==> src/design/touch_sample_average_calibrate_core_defines.svh <==
// Assertion macros shared by the touch averaging and calibration RTL.
// Included by modules that carry concurrent checks; depends on nothing.
`ifndef TOUCH_SAMPLE_AVERAGE_CALIBRATE_CORE_DEFINES_SVH
`define TOUCH_SAMPLE_AVERAGE_CALIBRATE_CORE_DEFINES_SVH

// Same-cycle implication, disabled in reset.
`define TSAC_ASSERT_IMP(name, clk_s, rst_s, ante, cons) \
  name: assert property (@(posedge clk_s) disable iff (rst_s) (ante) |-> (cons)) \
    else $error("same-cycle check failed");

// Next-cycle implication, disabled in reset.
`define TSAC_ASSERT_NEXT(name, clk_s, rst_s, ante, cons) \
  name: assert property (@(posedge clk_s) disable iff (rst_s) (ante) |=> (cons)) \
    else $error("next-cycle check failed");

`endif

==> src/design/tsac_pkg.sv <==
// Types, register codes and helpers for the touch averaging/calibration block.
// No dependencies; imported by the front end, back end and top module of the block.
`default_nettype none

package tsac_pkg;

  localparam int SAMPLE_W = 13;
  localparam int SUM_W    = 19;
  localparam int LANES    = 3;
  localparam int LANE_X   = 0;
  localparam int LANE_Y   = 1;
  localparam int LANE_Z   = 2;

  localparam int CFG_INDEX_W = 3;
  localparam int CFG_DATA_W  = 24;

  // register indexes
  localparam logic [CFG_INDEX_W-1:0] REG_CONTROL_MODE  = 3'd0;
  localparam logic [CFG_INDEX_W-1:0] REG_SCREEN_WIDTH  = 3'd1;
  localparam logic [CFG_INDEX_W-1:0] REG_SCREEN_HEIGHT = 3'd2;
  localparam logic [CFG_INDEX_W-1:0] REG_X_FACTOR      = 3'd3;
  localparam logic [CFG_INDEX_W-1:0] REG_Y_FACTOR      = 3'd4;
  localparam logic [CFG_INDEX_W-1:0] REG_X_OFFSET      = 3'd5;
  localparam logic [CFG_INDEX_W-1:0] REG_Y_OFFSET      = 3'd6;
  localparam logic [CFG_INDEX_W-1:0] REG_Z_THRESHOLD   = 3'd7;

  // control_mode bit positions
  localparam int CM_EIGHT_BIT = 2;
  localparam int CM_PEN_IRQ   = 3;

  // orientation codes, control_mode[1:0]
  localparam logic [1:0] ORIENT_PORTRAIT       = 2'd0;
  localparam logic [1:0] ORIENT_PORTRAIT_FLIP  = 2'd1;
  localparam logic [1:0] ORIENT_LANDSCAPE      = 2'd2;
  localparam logic [1:0] ORIENT_LANDSCAPE_FLIP = 2'd3;

  typedef struct packed {
    logic [7:0] x_high;
    logic [7:0] x_low;
    logic [7:0] y_high;
    logic [7:0] y_low;
    logic [7:0] z1_high;
    logic [7:0] z1_low;
    logic       pen_down;
  } in_t;

  typedef struct packed {
    logic [15:0]         pos_x;
    logic [15:0]         pos_y;
    logic [SAMPLE_W-1:0] pressure;
    logic                pressed;
  } out_t;

  typedef struct packed {
    logic [3:0]          control_mode;
    logic [15:0]         screen_width;
    logic [15:0]         screen_height;
    logic [23:0]         x_factor;
    logic [23:0]         y_factor;
    logic [15:0]         x_offset;
    logic [15:0]         y_offset;
    logic [SAMPLE_W-1:0] z_threshold;
  } cfg_t;

  localparam cfg_t CFG_RESET = '{
    control_mode:  4'd8,
    screen_width:  16'd240,
    screen_height: 16'd320,
    x_factor:      24'd0,
    y_factor:      24'd0,
    x_offset:      16'd0,
    y_offset:      16'd0,
    z_threshold:   13'd0
  };

  // One unit of work for the back end: a finished batch or a pen-up report.
  typedef struct packed {
    logic                        zero;
    logic                        pen;
    logic [LANES-1:0][SUM_W-1:0] sum;
  } job_t;

  function automatic logic [SAMPLE_W-1:0] sample(input logic [7:0] hi,
                                                 input logic [7:0] lo,
                                                 input logic       eight_bit);
    logic [SAMPLE_W-1:0] s;
    if (eight_bit) begin
      s = {5'd0, lo};
    end else begin
      s = {hi, lo[7:3]};
    end
    return s;
  endfunction

endpackage

`default_nettype wire

==> src/design/tsac_queue.sv <==
// Small register-based FIFO used between front and back end and at the output.
// Depends on nothing; payload is a flat vector.
`default_nettype none

module tsac_queue #(
  parameter int WIDTH = 8,
  parameter int DEPTH = 2
) (
  input  wire logic             clk,
  input  wire logic             rst,
  input  wire logic             wr_en,
  input  wire logic [WIDTH-1:0] wr_data,
  output logic                  full,
  input  wire logic             rd_en,
  output logic      [WIDTH-1:0] rd_data,
  output logic                  empty
);

  localparam int PTR_W = (DEPTH > 1) ? $clog2(DEPTH) : 1;
  localparam int CNT_W = $clog2(DEPTH + 1);
  localparam logic [PTR_W-1:0] LAST = PTR_W'(DEPTH - 1);

  logic [WIDTH-1:0] mem [DEPTH];
  logic [PTR_W-1:0] wr_ptr;
  logic [PTR_W-1:0] rd_ptr;
  logic [CNT_W-1:0] count;
  logic             do_wr;
  logic             do_rd;

  assign full    = (count == CNT_W'(DEPTH));
  assign empty   = (count == '0);
  assign rd_data = mem[rd_ptr];
  assign do_wr   = wr_en && !full;
  assign do_rd   = rd_en && !empty;

  always_ff @(posedge clk) begin
    if (do_wr) begin
      mem[wr_ptr] <= wr_data;
    end
  end

  always_ff @(posedge clk) begin
    if (rst) begin
      wr_ptr <= '0;
      rd_ptr <= '0;
      count  <= '0;
    end else begin
      if (do_wr) begin
        wr_ptr <= (wr_ptr == LAST) ? '0 : wr_ptr + 1'b1;
      end
      if (do_rd) begin
        rd_ptr <= (rd_ptr == LAST) ? '0 : rd_ptr + 1'b1;
      end
      if (do_wr && !do_rd) begin
        count <= count + 1'b1;
      end else if (do_rd && !do_wr) begin
        count <= count - 1'b1;
      end
    end
  end

endmodule

`default_nettype wire

==> src/design/tsac_front.sv <==
// Front end: takes converter rounds, extracts samples and accumulates a batch.
// Depends on tsac_pkg; emits one job per finished batch or pen-up round.
`default_nettype none
`include "touch_sample_average_calibrate_core_defines.svh"

module tsac_front
  import tsac_pkg::*;
#(
  parameter int ROUNDS_PER_BATCH = 8
) (
  input  wire logic clk,
  input  wire logic rst,
  input  wire cfg_t cfg,
  input  wire logic push,
  input  wire in_t  in_data,
  output logic      full,
  output logic      job_push,
  output job_t      job,
  input  wire logic job_full
);

  localparam int CNT_W = (ROUNDS_PER_BATCH > 1) ? $clog2(ROUNDS_PER_BATCH) : 1;
  localparam logic [CNT_W-1:0] LAST_ROUND = CNT_W'(ROUNDS_PER_BATCH - 1);

  logic [LANES-1:0][SUM_W-1:0] sum;
  logic [LANES-1:0][SUM_W-1:0] sum_next;
  logic [CNT_W-1:0]            count;
  logic [LANES-1:0][SAMPLE_W-1:0] smp;
  logic accept;
  logic pen_up;
  logic batch_end;

  assign full   = job_full;
  assign accept = push && !job_full;

  always_comb begin
    smp[LANE_X] = sample(in_data.x_high,  in_data.x_low,  cfg.control_mode[CM_EIGHT_BIT]);
    smp[LANE_Y] = sample(in_data.y_high,  in_data.y_low,  cfg.control_mode[CM_EIGHT_BIT]);
    smp[LANE_Z] = sample(in_data.z1_high, in_data.z1_low, cfg.control_mode[CM_EIGHT_BIT]);
    for (int i = 0; i < LANES; i++) begin
      sum_next[i] = sum[i] + SUM_W'(smp[i]);
    end
  end

  // pen lifted before the first round of a batch: report at once, no accumulation
  assign pen_up    = cfg.control_mode[CM_PEN_IRQ] && (count == '0) && !in_data.pen_down;
  assign batch_end = !pen_up && (count == LAST_ROUND);
  assign job_push  = accept && (pen_up || batch_end);

  always_comb begin
    job.zero = pen_up;
    job.pen  = in_data.pen_down;
    job.sum  = pen_up ? '0 : sum_next;
  end

  always_ff @(posedge clk) begin
    if (rst) begin
      sum   <= '0;
      count <= '0;
    end else if (accept && !pen_up) begin
      if (batch_end) begin
        sum   <= '0;
        count <= '0;
      end else begin
        sum   <= sum_next;
        count <= count + 1'b1;
      end
    end
  end

  `TSAC_ASSERT_IMP(a_pen_up_at_start, clk, rst, job_push && job.zero, count == '0)
  `TSAC_ASSERT_NEXT(a_batch_restart, clk, rst, accept && batch_end, count == '0 && sum == '0)
  `TSAC_ASSERT_IMP(a_job_room, clk, rst, job_push, !job_full)

endmodule

`default_nettype wire

==> src/design/tsac_back.sv <==
// Back end: averages batch sums and maps them to calibrated screen coordinates.
// Depends on tsac_pkg; three register stages, stalls as a whole on a full output.
`default_nettype none
`include "touch_sample_average_calibrate_core_defines.svh"

module tsac_back
  import tsac_pkg::*;
#(
  parameter int ROUNDS_PER_BATCH = 8
) (
  input  wire logic clk,
  input  wire logic rst,
  input  wire cfg_t cfg,
  input  wire logic job_valid,
  input  wire job_t job,
  output logic      job_pop,
  output logic      res_push,
  output out_t      res,
  input  wire logic res_full
);

  localparam int RECIP_W = SUM_W + 1;
  localparam int DIVP_W  = SUM_W + RECIP_W;
  localparam int N_W     = $clog2(ROUNDS_PER_BATCH + 1);
  localparam logic [RECIP_W-1:0] RECIP = RECIP_W'((2 ** SUM_W) / ROUNDS_PER_BATCH);
  localparam logic [N_W-1:0]     N_VAL = N_W'(ROUNDS_PER_BATCH);
  localparam int PROD_W = 24 + SAMPLE_W + 1;
  localparam int FLR_W  = PROD_W - 20;
  localparam int ACC_W  = 20;

  logic adv;

  // stage 1: quotient estimate by reciprocal
  logic                         s1_valid;
  logic                         s1_zero;
  logic                         s1_pen;
  logic [LANES-1:0][SUM_W-1:0]  s1_sum;
  logic [LANES-1:0][SUM_W-1:0]  s1_qe;
  logic [LANES-1:0][SUM_W-1:0]  qe_next;
  logic [DIVP_W-1:0]            divp;

  // stage 2: corrected averages
  logic                           s2_valid;
  logic                           s2_zero;
  logic                           s2_pen;
  logic [LANES-1:0][SAMPLE_W-1:0] s2_avg;
  logic [LANES-1:0][SAMPLE_W-1:0] avg_next;
  logic [LANES-1:0][SUM_W-1:0]    rem;
  logic [SUM_W-1:0]               qn;

  // stage 3: scaled products
  logic                     s3_valid;
  logic                     s3_zero;
  logic                     s3_pen;
  logic [SAMPLE_W-1:0]      s3_avg_z;
  logic signed [PROD_W-1:0] s3_p_x;
  logic signed [PROD_W-1:0] s3_p_y;
  logic signed [23:0]       fx;
  logic signed [23:0]       fy;
  logic [SAMPLE_W-1:0]      ax;
  logic [SAMPLE_W-1:0]      ay;
  logic signed [PROD_W-1:0] p_x_next;
  logic signed [PROD_W-1:0] p_y_next;

  // output mapping
  logic [1:0]               orient;
  logic                     neg_x;
  logic                     neg_y;
  logic signed [ACC_W-1:0]  base_x;
  logic signed [ACC_W-1:0]  base_y;
  logic signed [PROD_W-1:0] pn_x;
  logic signed [PROD_W-1:0] pn_y;
  logic signed [ACC_W-1:0]  c_x;
  logic signed [ACC_W-1:0]  c_y;
  logic [15:0]              sat_x;
  logic [15:0]              sat_y;
  logic                     press;
  logic signed [ACC_W-1:0]  w_ext;
  logic signed [ACC_W-1:0]  h_ext;
  logic signed [ACC_W-1:0]  xo_ext;
  logic signed [ACC_W-1:0]  yo_ext;

  assign adv      = !(s3_valid && res_full);
  assign job_pop  = adv && job_valid;
  assign res_push = s3_valid && !res_full;

  always_comb begin
    divp = '0;
    for (int i = 0; i < LANES; i++) begin
      divp       = DIVP_W'(job.sum[i]) * DIVP_W'(RECIP);
      qe_next[i] = divp[DIVP_W-2:SUM_W];
    end
  end

  // estimate is exact or one low
  always_comb begin
    qn = '0;
    for (int i = 0; i < LANES; i++) begin
      qn          = s1_qe[i] * SUM_W'(N_VAL);
      rem[i]      = s1_sum[i] - qn;
      avg_next[i] = SAMPLE_W'(s1_qe[i]) + SAMPLE_W'(rem[i] >= SUM_W'(N_VAL));
    end
  end

  assign orient = cfg.control_mode[1:0];

  always_comb begin
    unique case (orient)
      ORIENT_PORTRAIT: begin
        fx = $signed(cfg.y_factor); ax = s2_avg[LANE_Y];
        fy = $signed(cfg.x_factor); ay = s2_avg[LANE_X];
      end
      ORIENT_PORTRAIT_FLIP: begin
        fx = $signed(cfg.x_factor); ax = s2_avg[LANE_Y];
        fy = $signed(cfg.x_factor); ay = s2_avg[LANE_X];
      end
      ORIENT_LANDSCAPE: begin
        fx = $signed(cfg.x_factor); ax = s2_avg[LANE_X];
        fy = $signed(cfg.y_factor); ay = s2_avg[LANE_Y];
      end
      default: begin
        fx = $signed(cfg.x_factor); ax = s2_avg[LANE_Y];
        fy = $signed(cfg.y_factor); ay = s2_avg[LANE_X];
      end
    endcase
    p_x_next = fx * $signed({1'b0, ax});
    p_y_next = fy * $signed({1'b0, ay});
  end

  always_ff @(posedge clk) begin
    if (rst) begin
      s1_valid <= 1'b0;
      s2_valid <= 1'b0;
      s3_valid <= 1'b0;
    end else if (adv) begin
      s1_valid <= job_valid;
      s2_valid <= s1_valid;
      s3_valid <= s2_valid;
    end
  end

  always_ff @(posedge clk) begin
    if (adv) begin
      s1_zero  <= job.zero;
      s1_pen   <= job.pen;
      s1_sum   <= job.sum;
      s1_qe    <= qe_next;
      s2_zero  <= s1_zero;
      s2_pen   <= s1_pen;
      s2_avg   <= avg_next;
      s3_zero  <= s2_zero;
      s3_pen   <= s2_pen;
      s3_avg_z <= s2_avg[LANE_Z];
      s3_p_x   <= p_x_next;
      s3_p_y   <= p_y_next;
    end
  end

  // integer parts; the fractional product is floored then added
  assign w_ext  = $signed({4'd0, cfg.screen_width});
  assign h_ext  = $signed({4'd0, cfg.screen_height});
  assign xo_ext = $signed({{4{cfg.x_offset[15]}}, cfg.x_offset});
  assign yo_ext = $signed({{4{cfg.y_offset[15]}}, cfg.y_offset});

  always_comb begin
    unique case (orient)
      ORIENT_PORTRAIT: begin
        neg_x = 1'b0; base_x = yo_ext;
        neg_y = 1'b0; base_y = xo_ext;
      end
      ORIENT_PORTRAIT_FLIP: begin
        neg_x = 1'b1; base_x = w_ext + yo_ext;
        neg_y = 1'b1; base_y = h_ext - xo_ext;
      end
      ORIENT_LANDSCAPE: begin
        neg_x = 1'b0; base_x = xo_ext;
        neg_y = 1'b1; base_y = h_ext + yo_ext;
      end
      default: begin
        neg_x = 1'b0; base_x = yo_ext;
        neg_y = 1'b1; base_y = h_ext + xo_ext;
      end
    endcase
  end

  always_comb begin
    pn_x = neg_x ? -s3_p_x : s3_p_x;
    pn_y = neg_y ? -s3_p_y : s3_p_y;
    c_x  = $signed({{(ACC_W-FLR_W){pn_x[PROD_W-1]}}, pn_x[PROD_W-1:20]}) + base_x;
    c_y  = $signed({{(ACC_W-FLR_W){pn_y[PROD_W-1]}}, pn_y[PROD_W-1:20]}) + base_y;
    if (c_x[ACC_W-1]) begin
      sat_x = '0;
    end else if (c_x[ACC_W-2:16] != '0) begin
      sat_x = 16'hFFFF;
    end else begin
      sat_x = c_x[15:0];
    end
    if (c_y[ACC_W-1]) begin
      sat_y = '0;
    end else if (c_y[ACC_W-2:16] != '0) begin
      sat_y = 16'hFFFF;
    end else begin
      sat_y = c_y[15:0];
    end
    press = cfg.control_mode[CM_PEN_IRQ] ? s3_pen : (s3_avg_z > cfg.z_threshold);
    if (s3_zero) begin
      res = '0;
    end else begin
      res.pos_x    = press ? sat_x : '0;
      res.pos_y    = press ? sat_y : '0;
      res.pressure = s3_avg_z;
      res.pressed  = press;
    end
  end

  `TSAC_ASSERT_NEXT(a_s2_to_s3, clk, rst, s2_valid && adv, s3_valid)
  `TSAC_ASSERT_IMP(a_div_remainder, clk, rst, s1_valid, (rem[LANE_X] < SUM_W'(2 * ROUNDS_PER_BATCH)) && (rem[LANE_Y] < SUM_W'(2 * ROUNDS_PER_BATCH)) && (rem[LANE_Z] < SUM_W'(2 * ROUNDS_PER_BATCH)))
  `TSAC_ASSERT_NEXT(a_hold_on_stall, clk, rst, s3_valid && res_full, s3_valid && $stable(s3_p_x) && $stable(s3_p_y))
  `TSAC_ASSERT_IMP(a_pen_up_zero, clk, rst, s3_valid && s3_zero, res == '0)

endmodule

`default_nettype wire

==> src/design/touch_sample_average_calibrate_core.sv <==
// Resistive touch averaging and calibration core. One converter round (X, Y,
// Z1 bytes and the pen level) is taken per clock while full is low; the front
// end accumulates ROUNDS_PER_BATCH rounds and queues the batch sums, so the
// sustained input rate is one round per cycle, set by the accumulator. The back
// end divides by reciprocal multiply, applies one Q4.20 multiply per axis and
// saturates; the result passes through the job queue, the three back-end
// stages and the output queue before it shows on the output. A pen-up round at
// the start of a batch in interrupt mode gives an all-zero result for that
// round alone along the same path. Both sides stall independently through
// two-entry queues.
// Registers: control_mode, screen_width, screen_height, x_factor, y_factor,
// x_offset, y_offset, z_threshold at indexes 0..7; write only while idle.
`default_nettype none

module touch_sample_average_calibrate_core
  import tsac_pkg::*;
#(
  parameter int ROUNDS_PER_BATCH = 8
) (
  input  wire logic                   clk,
  input  wire logic                   rst,
  input  wire logic                   push,
  output logic                        full,
  input  wire in_t                    in_data,
  output logic                        empty,
  input  wire logic                   pop,
  output out_t                        out_data,
  input  wire logic                   cfg_valid,
  output logic                        cfg_ready,
  input  wire logic [CFG_INDEX_W-1:0] cfg_index,
  input  wire logic [CFG_DATA_W-1:0]  cfg_data
);

  cfg_t cfg;
  logic job_push;
  job_t job;
  logic job_full;
  logic job_empty;
  logic job_pop;
  logic [$bits(job_t)-1:0] job_raw;
  logic res_push;
  out_t res;
  logic res_full;
  logic [$bits(out_t)-1:0] out_raw;

  assign cfg_ready = 1'b1;

  always_ff @(posedge clk) begin
    if (rst) begin
      cfg <= CFG_RESET;
    end else if (cfg_valid) begin
      unique case (cfg_index)
        REG_CONTROL_MODE:  cfg.control_mode  <= cfg_data[3:0];
        REG_SCREEN_WIDTH:  cfg.screen_width  <= cfg_data[15:0];
        REG_SCREEN_HEIGHT: cfg.screen_height <= cfg_data[15:0];
        REG_X_FACTOR:      cfg.x_factor      <= cfg_data[23:0];
        REG_Y_FACTOR:      cfg.y_factor      <= cfg_data[23:0];
        REG_X_OFFSET:      cfg.x_offset      <= cfg_data[15:0];
        REG_Y_OFFSET:      cfg.y_offset      <= cfg_data[15:0];
        REG_Z_THRESHOLD:   cfg.z_threshold   <= cfg_data[SAMPLE_W-1:0];
        default: ;
      endcase
    end
  end

  tsac_front #(
    .ROUNDS_PER_BATCH(ROUNDS_PER_BATCH)
  ) u_front (
    .clk      (clk),
    .rst      (rst),
    .cfg      (cfg),
    .push     (push),
    .in_data  (in_data),
    .full     (full),
    .job_push (job_push),
    .job      (job),
    .job_full (job_full)
  );

  tsac_queue #(
    .WIDTH($bits(job_t)),
    .DEPTH(2)
  ) u_job_q (
    .clk     (clk),
    .rst     (rst),
    .wr_en   (job_push),
    .wr_data (job),
    .full    (job_full),
    .rd_en   (job_pop),
    .rd_data (job_raw),
    .empty   (job_empty)
  );

  tsac_back #(
    .ROUNDS_PER_BATCH(ROUNDS_PER_BATCH)
  ) u_back (
    .clk       (clk),
    .rst       (rst),
    .cfg       (cfg),
    .job_valid (!job_empty),
    .job       (job_t'(job_raw)),
    .job_pop   (job_pop),
    .res_push  (res_push),
    .res       (res),
    .res_full  (res_full)
  );

  tsac_queue #(
    .WIDTH($bits(out_t)),
    .DEPTH(2)
  ) u_out_q (
    .clk     (clk),
    .rst     (rst),
    .wr_en   (res_push),
    .wr_data (res),
    .full    (res_full),
    .rd_en   (pop),
    .rd_data (out_raw),
    .empty   (empty)
  );

  assign out_data = out_t'(out_raw);

endmodule

`default_nettype wire
==> config.mk <==
export PLATFORM = sky130hd
export DESIGN_NAME = touch_sample_average_calibrate_core
export DESIGN_NICKNAME = d
export VERILOG_FILES = /design/src/design/tsac_pkg.sv /design/src/design/tsac_queue.sv /design/src/design/tsac_front.sv /design/src/design/tsac_back.sv /design/src/design/touch_sample_average_calibrate_core.sv
export VERILOG_INCLUDE_DIRS = /design/src /design/src/design
export SDC_FILE = /design/constraint.sdc
export NUM_CORES = 2
export LEC_CHECK = 0
export BUFFER_PORTS_ARGS = -buffer_cell sky130_fd_sc_hd__buf_2
export CAP_MARGIN = 10
export CORE_MARGIN = 8
export CORE_UTILIZATION = 35
export DETAILED_ROUTE_END_ITERATION = 8
export PLACE_DENSITY = 0.56
export SLEW_MARGIN = 20
export SYNTH_ARGS = -nofsm -noshare
export SYNTH_HDL_FRONTEND = slang
export SYNTH_SLANG_ARGS = --single-unit
==> constraint.sdc <==
create_clock -name clk -period 17.1 [get_ports clk]
set_clock_uncertainty 0.15 [all_clocks]
set_input_delay 0.855 -clock clk [delete_from_list [all_inputs] [get_ports clk]]
set_output_delay 0.855 -clock clk [all_outputs]
set_load 0.1 [all_outputs]
---- After elaboration in Yosys (flattened, before gate mapping) ----
Memory sizes are Yosys's and may differ from the RTL's. A register that Yosys moved wholly into a read port is not among the register bits.
Cells that the tools add are included.
storage, ports and cells
  register bits after elaboration ......... 439
  RAM bits ................................ 210
  input port bits ......................... 81
  word-level logic and storage cells ...... 171
  memories kept ........................... 2
operators by class
  add/sub/neg operators ................... 26
  multipliers ............................. 2
  order comparisons ....................... 4
  eq/ne operators ......................... 12
  multiplexer cells ....................... 39
  reduce and logical (&&, ||, !) cells .... 47
memories
  name         depth  bits a word  read ports  clocked after memory_dff  write ports  line              text
  u_job_q.mem  2      59           1           1                         1            tsac_queue.sv:23  logic [WIDTH-1:0] mem [DEPTH];
  u_out_q.mem  2      46           1           1                         1            tsac_queue.sv:23
operators by type and width
  kind                                                  number
  2-to-1 mux 57 bit                                     2
  2-to-1 mux 16 bit                                     6
  multiplier 24 x 14 -> 38 bit                          2
  2-to-1 mux 38 bit                                     2
  negation 38 bit                                       2
  2-to-1 mux 13 bit                                     5
  one-hot mux 20 bit (3 select lines)                   1
  adder 19 x 13 -> 19 bit                               3
  >= comparator 19 x 4 -> 1 bit, second input constant  3
  subtractor 19 bit                                     3
  adder 17 x 16 -> 18 bit                               3
  2-to-1 mux 24 bit                                     2
  2-to-1 mux 46 bit                                     1
  adder 18 x 20 -> 20 bit                               2
  one-hot mux 20 bit (2 select lines)                   1
  adder 13 x 1 -> 13 bit                                3
  subtractor 17 x 16 -> 18 bit                          1
  logical AND 1 bit                                     17
  AND reduction 2 bit                                   8
  equality test 3 bit, second input constant            5
  2-to-1 mux 1 bit                                      14
  greater-than comparator 13 bit                        1
  zero test 1 bit                                       11
  2-to-1 mux 2 bit                                      4
  other kinds (15)                                      28

---- Depth between registers and ports, before layout ----
  depth in word-level cells ............... 12
  depth in mapped cells ................... 32

---- Hierarchy ----
From an unflattened synthesis, not the netlist that was laid out.
unflattened totals
  cell total of the unflattened synthesis .. 5146
  area total of the unflattened synthesis .. 51942.3 sq um
by module, submodules not included
  module                               times used  cells each  area each (sq um)
  tsac_back                            1           3652        33838.7
  touch_sample_average_calibrate_core  1           469         5147.4
  tsac_front                           1           648         4943.5
  tsac_queue (u_job_q)                 1           209         4479.3
  tsac_queue (u_out_q)                 1           168         3533.4

---- Least setup slack after synthesis ----
OpenSTA, ideal clock, no wires.
  path kind ............................... reg2reg
  start point ............................. register cfg[125] (netlist name)
  end point ............................... register u_back.s3_p_y[23] (data pin)
  setup time .............................. 195 ps
  arrival time ............................ 7754 ps
  data required time ...................... 16755 ps
  path slack .............................. 9001 ps
  stages on the path, launching flop included .. 32
  path buffers ............................ 3
  path through ............................ dfxtp_1 > inv_1 > ha_1 > clkbuf_1 > nor2_1 > buf_1 > buf_1 > mux2i_1 > nor2_1 > fa_1 > inv_1 > fa_1 > inv_1 > fa_1 > inv_1 > fa_1 > inv_1 > fa_1 > inv_1 > fa_1 > inv_1 > ha_1 > a21o_1 > a21oi_1 > o211ai_1 > a31oi_1 > a21boi_0 > o211ai_1 > a21oi_1 > o31ai_1 > or4b_2 > o311ai_0
on the way
  longest elaborated chain between the ends .. 4
  elaborated cells on any way between the ends .. 7
ends and longest elaborated chain
  what                                                             line              text
  equality test 2 x 1 -> 1 bit or zero test 2 bit (tied branches)  tsac_back.sv:108  unique case (orient)
  OR reduction 2 bit (no line)                                     n/a
  2-to-1 mux 24 bit                                                tsac_back.sv:108
  multiplier 24 x 14 -> 38 bit (*)                                 tsac_back.sv:127  p_y_next = fy * $signed({1'b0, ay});
  via u_back.p_y_next[23]                                          tsac_back.sv:63   logic signed [PROD_W-1:0] p_y_next;
  to (signal assigned)                                             tsac_back.sv:155  s3_p_y <= p_y_next;
  to (decl)                                                        tsac_back.sv:57   logic signed [PROD_W-1:0] s3_p_y;
Mark *: on every way through the listed nets, which the timed path passes. The rest lies on a longest branch.
A chain may end at the register's enable or synchronous reset.

---- Worst setup path after layout ----
  start point ............................. register cfg[125] (netlist name)
  end point ............................... register u_back.s3_p_y[34] (data pin)
on the way
  longest elaborated chain between the ends .. 4
  elaborated cells on any way between the ends .. 7
ends and longest elaborated chain
  what                                                             line
  equality test 2 x 1 -> 1 bit or zero test 2 bit (tied branches)  tsac_back.sv:108
  OR reduction 2 bit (no line)                                     n/a
  2-to-1 mux 24 bit                                                tsac_back.sv:108
  multiplier 24 x 14 -> 38 bit (*)                                 tsac_back.sv:127
  via u_back.p_y_next[34]                                          tsac_back.sv:63
Marked as above.

==> metrics.txt <==
status=finished clean; Peak VDD IR=93.9 µV; first-pass GRT wire length=211000 µm; IO Port Bufs=128; RSZ-0062 raised after global routing=no; Max Slew Vio Count=0; Synthesis Warnings=0; Startpoint Class=flop; DP Wirelength=106000 µm; Worst Setup Path Type=reg2reg; CTS Buf Count=60; worst relative slew slack=0.236; most frequent cells in the layout=747 x inv_1, 679 x nand2_1, 587 x fa_1; htree depth=2; Max Cap Viol=0; Vias/cell=~5; synth unique cells=78; Starting Density=0.353; largest net degree at the start of global routing=slightly above 80; synth-to-layout area growth=9.53%; share of layout cells above drive strength 1=0.0972; GPL Wtd Cong=about 0.92; # setup viols final=0; # clock sinks=540; DIE HEIGHT=391 µm; Slowest cell on crit path=mux2i_1; most common cell after layout, fill and taps aside=inv_1; EDFF count, synth=about 350; first drt pass iteration count=6; total gr overflow=0; final hold violations=0; post-synth top area share=0.239; CP max FO=47; critical path data required time=17.34 ns; CP endpoint kind=flop; via count=35900; Tot Pwr=roughly 5000 µW; Post-DRT Antenna Nets=0; Syn Area/Cell=between 9 and 10 µm²; cell count after placement=6977; worst slew pin tran=1.14 ns; CTS tree=yes; placement row count=137; Leak Pwr=0.0242 µW; vias in the first global route=36600; final setup TNS=0 ns; sequential fraction of the synthesis area=0.290; drt drc=0; final worst path period share=0.511; Seq cells post-synth=540; crit-path max cell delay=around 0.75 ns; Clock transition at path regs=~0.060 ns; Die ar.=roughly 0.15 mm²; Root Buffer=clkbuf_16; clk_lat worst skew=~0.65 ns; post-cts repair resize count=0; most used cell, CP=inv_1; die width=between 300 and 400 µm; post-CTS setup buffers=0; Synth area leader=fa_1; Mapped Nets=6099; asr flop ratio synth=0; post-route insts no fill=7094; # IOs=130; Mapped Area=roughly 0.049 mm²; Core ar.=0.140 mm²; wire per inst=19.1 µm; min cycle time layout=8.73 ns; Arr. time, crit path=approximately 9 ns; Syn Inst Count=5117; Clock Tree Buf Depth=3; overall routing resource usage=0.175; initial antenna violation count=10; CTS Hold Bufs=0; Post-Route Utilization=0.387; hold crit path type=reg2reg; DR iter-0 viols=2468; top post-synthesis cells by area=fa_1 24%, edfxtp_1 21%, ha_1 8.0%, dfxtp_1 7.8%, inv_1 5.7%; maximum clock rate=roughly 110 MHz; Primary FF master, synth=edfxtp_1; Pwr per Cell Area=92.3 mW/mm²; final wirelength=between 100000 and 150000 µm; Final nets=around 6000
[metrics by stage]
step,hold slack (ns),setup WS (ns),cell area (µm²)
3_5_place_dp,0.255,8.46,52000
2_1_floorplan,0.250,9.00,49200
4_1_cts,0.259,8.41,53900
6_report,0.264,8.37,53900
5_1_grt,0.272,7.94,53900
3_3_place_gp,0.252,8.55,52000
[cell usage after synthesis (64+ instances only)]
library cell	count
inv_1	747
nand2_1	679
fa_1	587
nor2_1	529
edfxtp_1	347
a21oi_1	329
ha_1	314
dfxtp_1	193
mux2_2	175
clkbuf_1	156
xnor2_1	131
o21ai_0	105
xor2_1	85
mux2i_1	81
nor3_1	64
[worst paths after layout]
kind / startpoint / to / slack (ns) / cells past startpoint
worst min register to register: u_back.s1_sum[11] / u_back.s2_avg[8] / 0.26 / 0
worst max-delay path: cfg[125] / u_back.s3_p_y[34] / 8.37 / 29
worst max register to register: cfg[125] / u_back.s3_p_y[34] / 8.37 / 29
worst min-delay path: u_back.s1_sum[11] / u_back.s2_avg[8] / 0.26 / 0
[registers in the layout, indices dropped and copies added (netlist names), 2 cells and up, named ones only]
| register | flops |
|---|---|
| u_front.count | 3 |
| u_back.s3_p_x | 38 |
| u_back.s2_avg | 39 |
| cfg | 129 |
| u_back.s1_sum | 39 |
| u_back.s3_p_y | 38 |
| u_back.s3_avg_z | 13 |
| u_out_q.mem | 92 |
| u_job_q.count | 2 |
| u_front.sum | 48 |
| u_out_q.count | 2 |
| u_job_q.mem | 82 |
[final cells by class]
class	count	area [µm²]
clock inverters	20	183
multi-input cells	3644	31600
fillers	14000	85600
diodes	4	10.0
repair buffers	169	955
clock buffers	93	1760
well taps	1876	2350
inverters	748	2810
flip-flops and latches	540	14300
[per-layer routing]
layer / wire (µm) / global-route usage / vias up
met2: 61400 / 0.282 / 1063
met5: 43 / 0 / -
li1: - / - / 16800
met1: 60900 / 0.239 / 17800
met4: 4050 / 0.0498 / 6
met3: 9150 / 0.0336 / 231
[worst max-delay path, delay by kind of cell, from the launching register on]
| kind | cells | cell delay (ns) |
|---|---|---|
| AND/OR/NAND/NOR | 3 | 0.41 |
| AO/OA/AOI/OAI | 8 | 2.03 |
| buffers and inverters | 8 | 0.96 |
| multiplexers | 1 | 0.75 |
| XOR/XNOR | 1 | 0.10 |
| adder cells (fa/ha/maj) | 8 | 3.69 |
| flip-flops | 1 | 0.36 |
[cell families (layout without fill, tap and decap cells)]
| logic type | Yosys count | count (layout) | synth area share |
|---|---|---|---|
| buf+inv | 933 | 1030 | 0.0712 |
| mux | 256 | 256 | 0.0565 |
| fa+ha+maj | 901 | 901 | 0.318 |
| flops | 540 | 540 | 0.290 |
| compound gates | 722 | 722 | 0.0900 |
| xor+xnor | 216 | 216 | 0.0384 |
| simple gates | 1548 | 1548 | 0.135 |
| other cells | 1 | 5 | 0.0000762 |
[power by group]
part           internal (µW)  total (µW)  switching, µW
Combinational            586        1840           1250
Sequential              1660        1850            187
Clock                    738        1290            555
Total                   2980        4980           2000
Power figures use the tool's default switching activity.
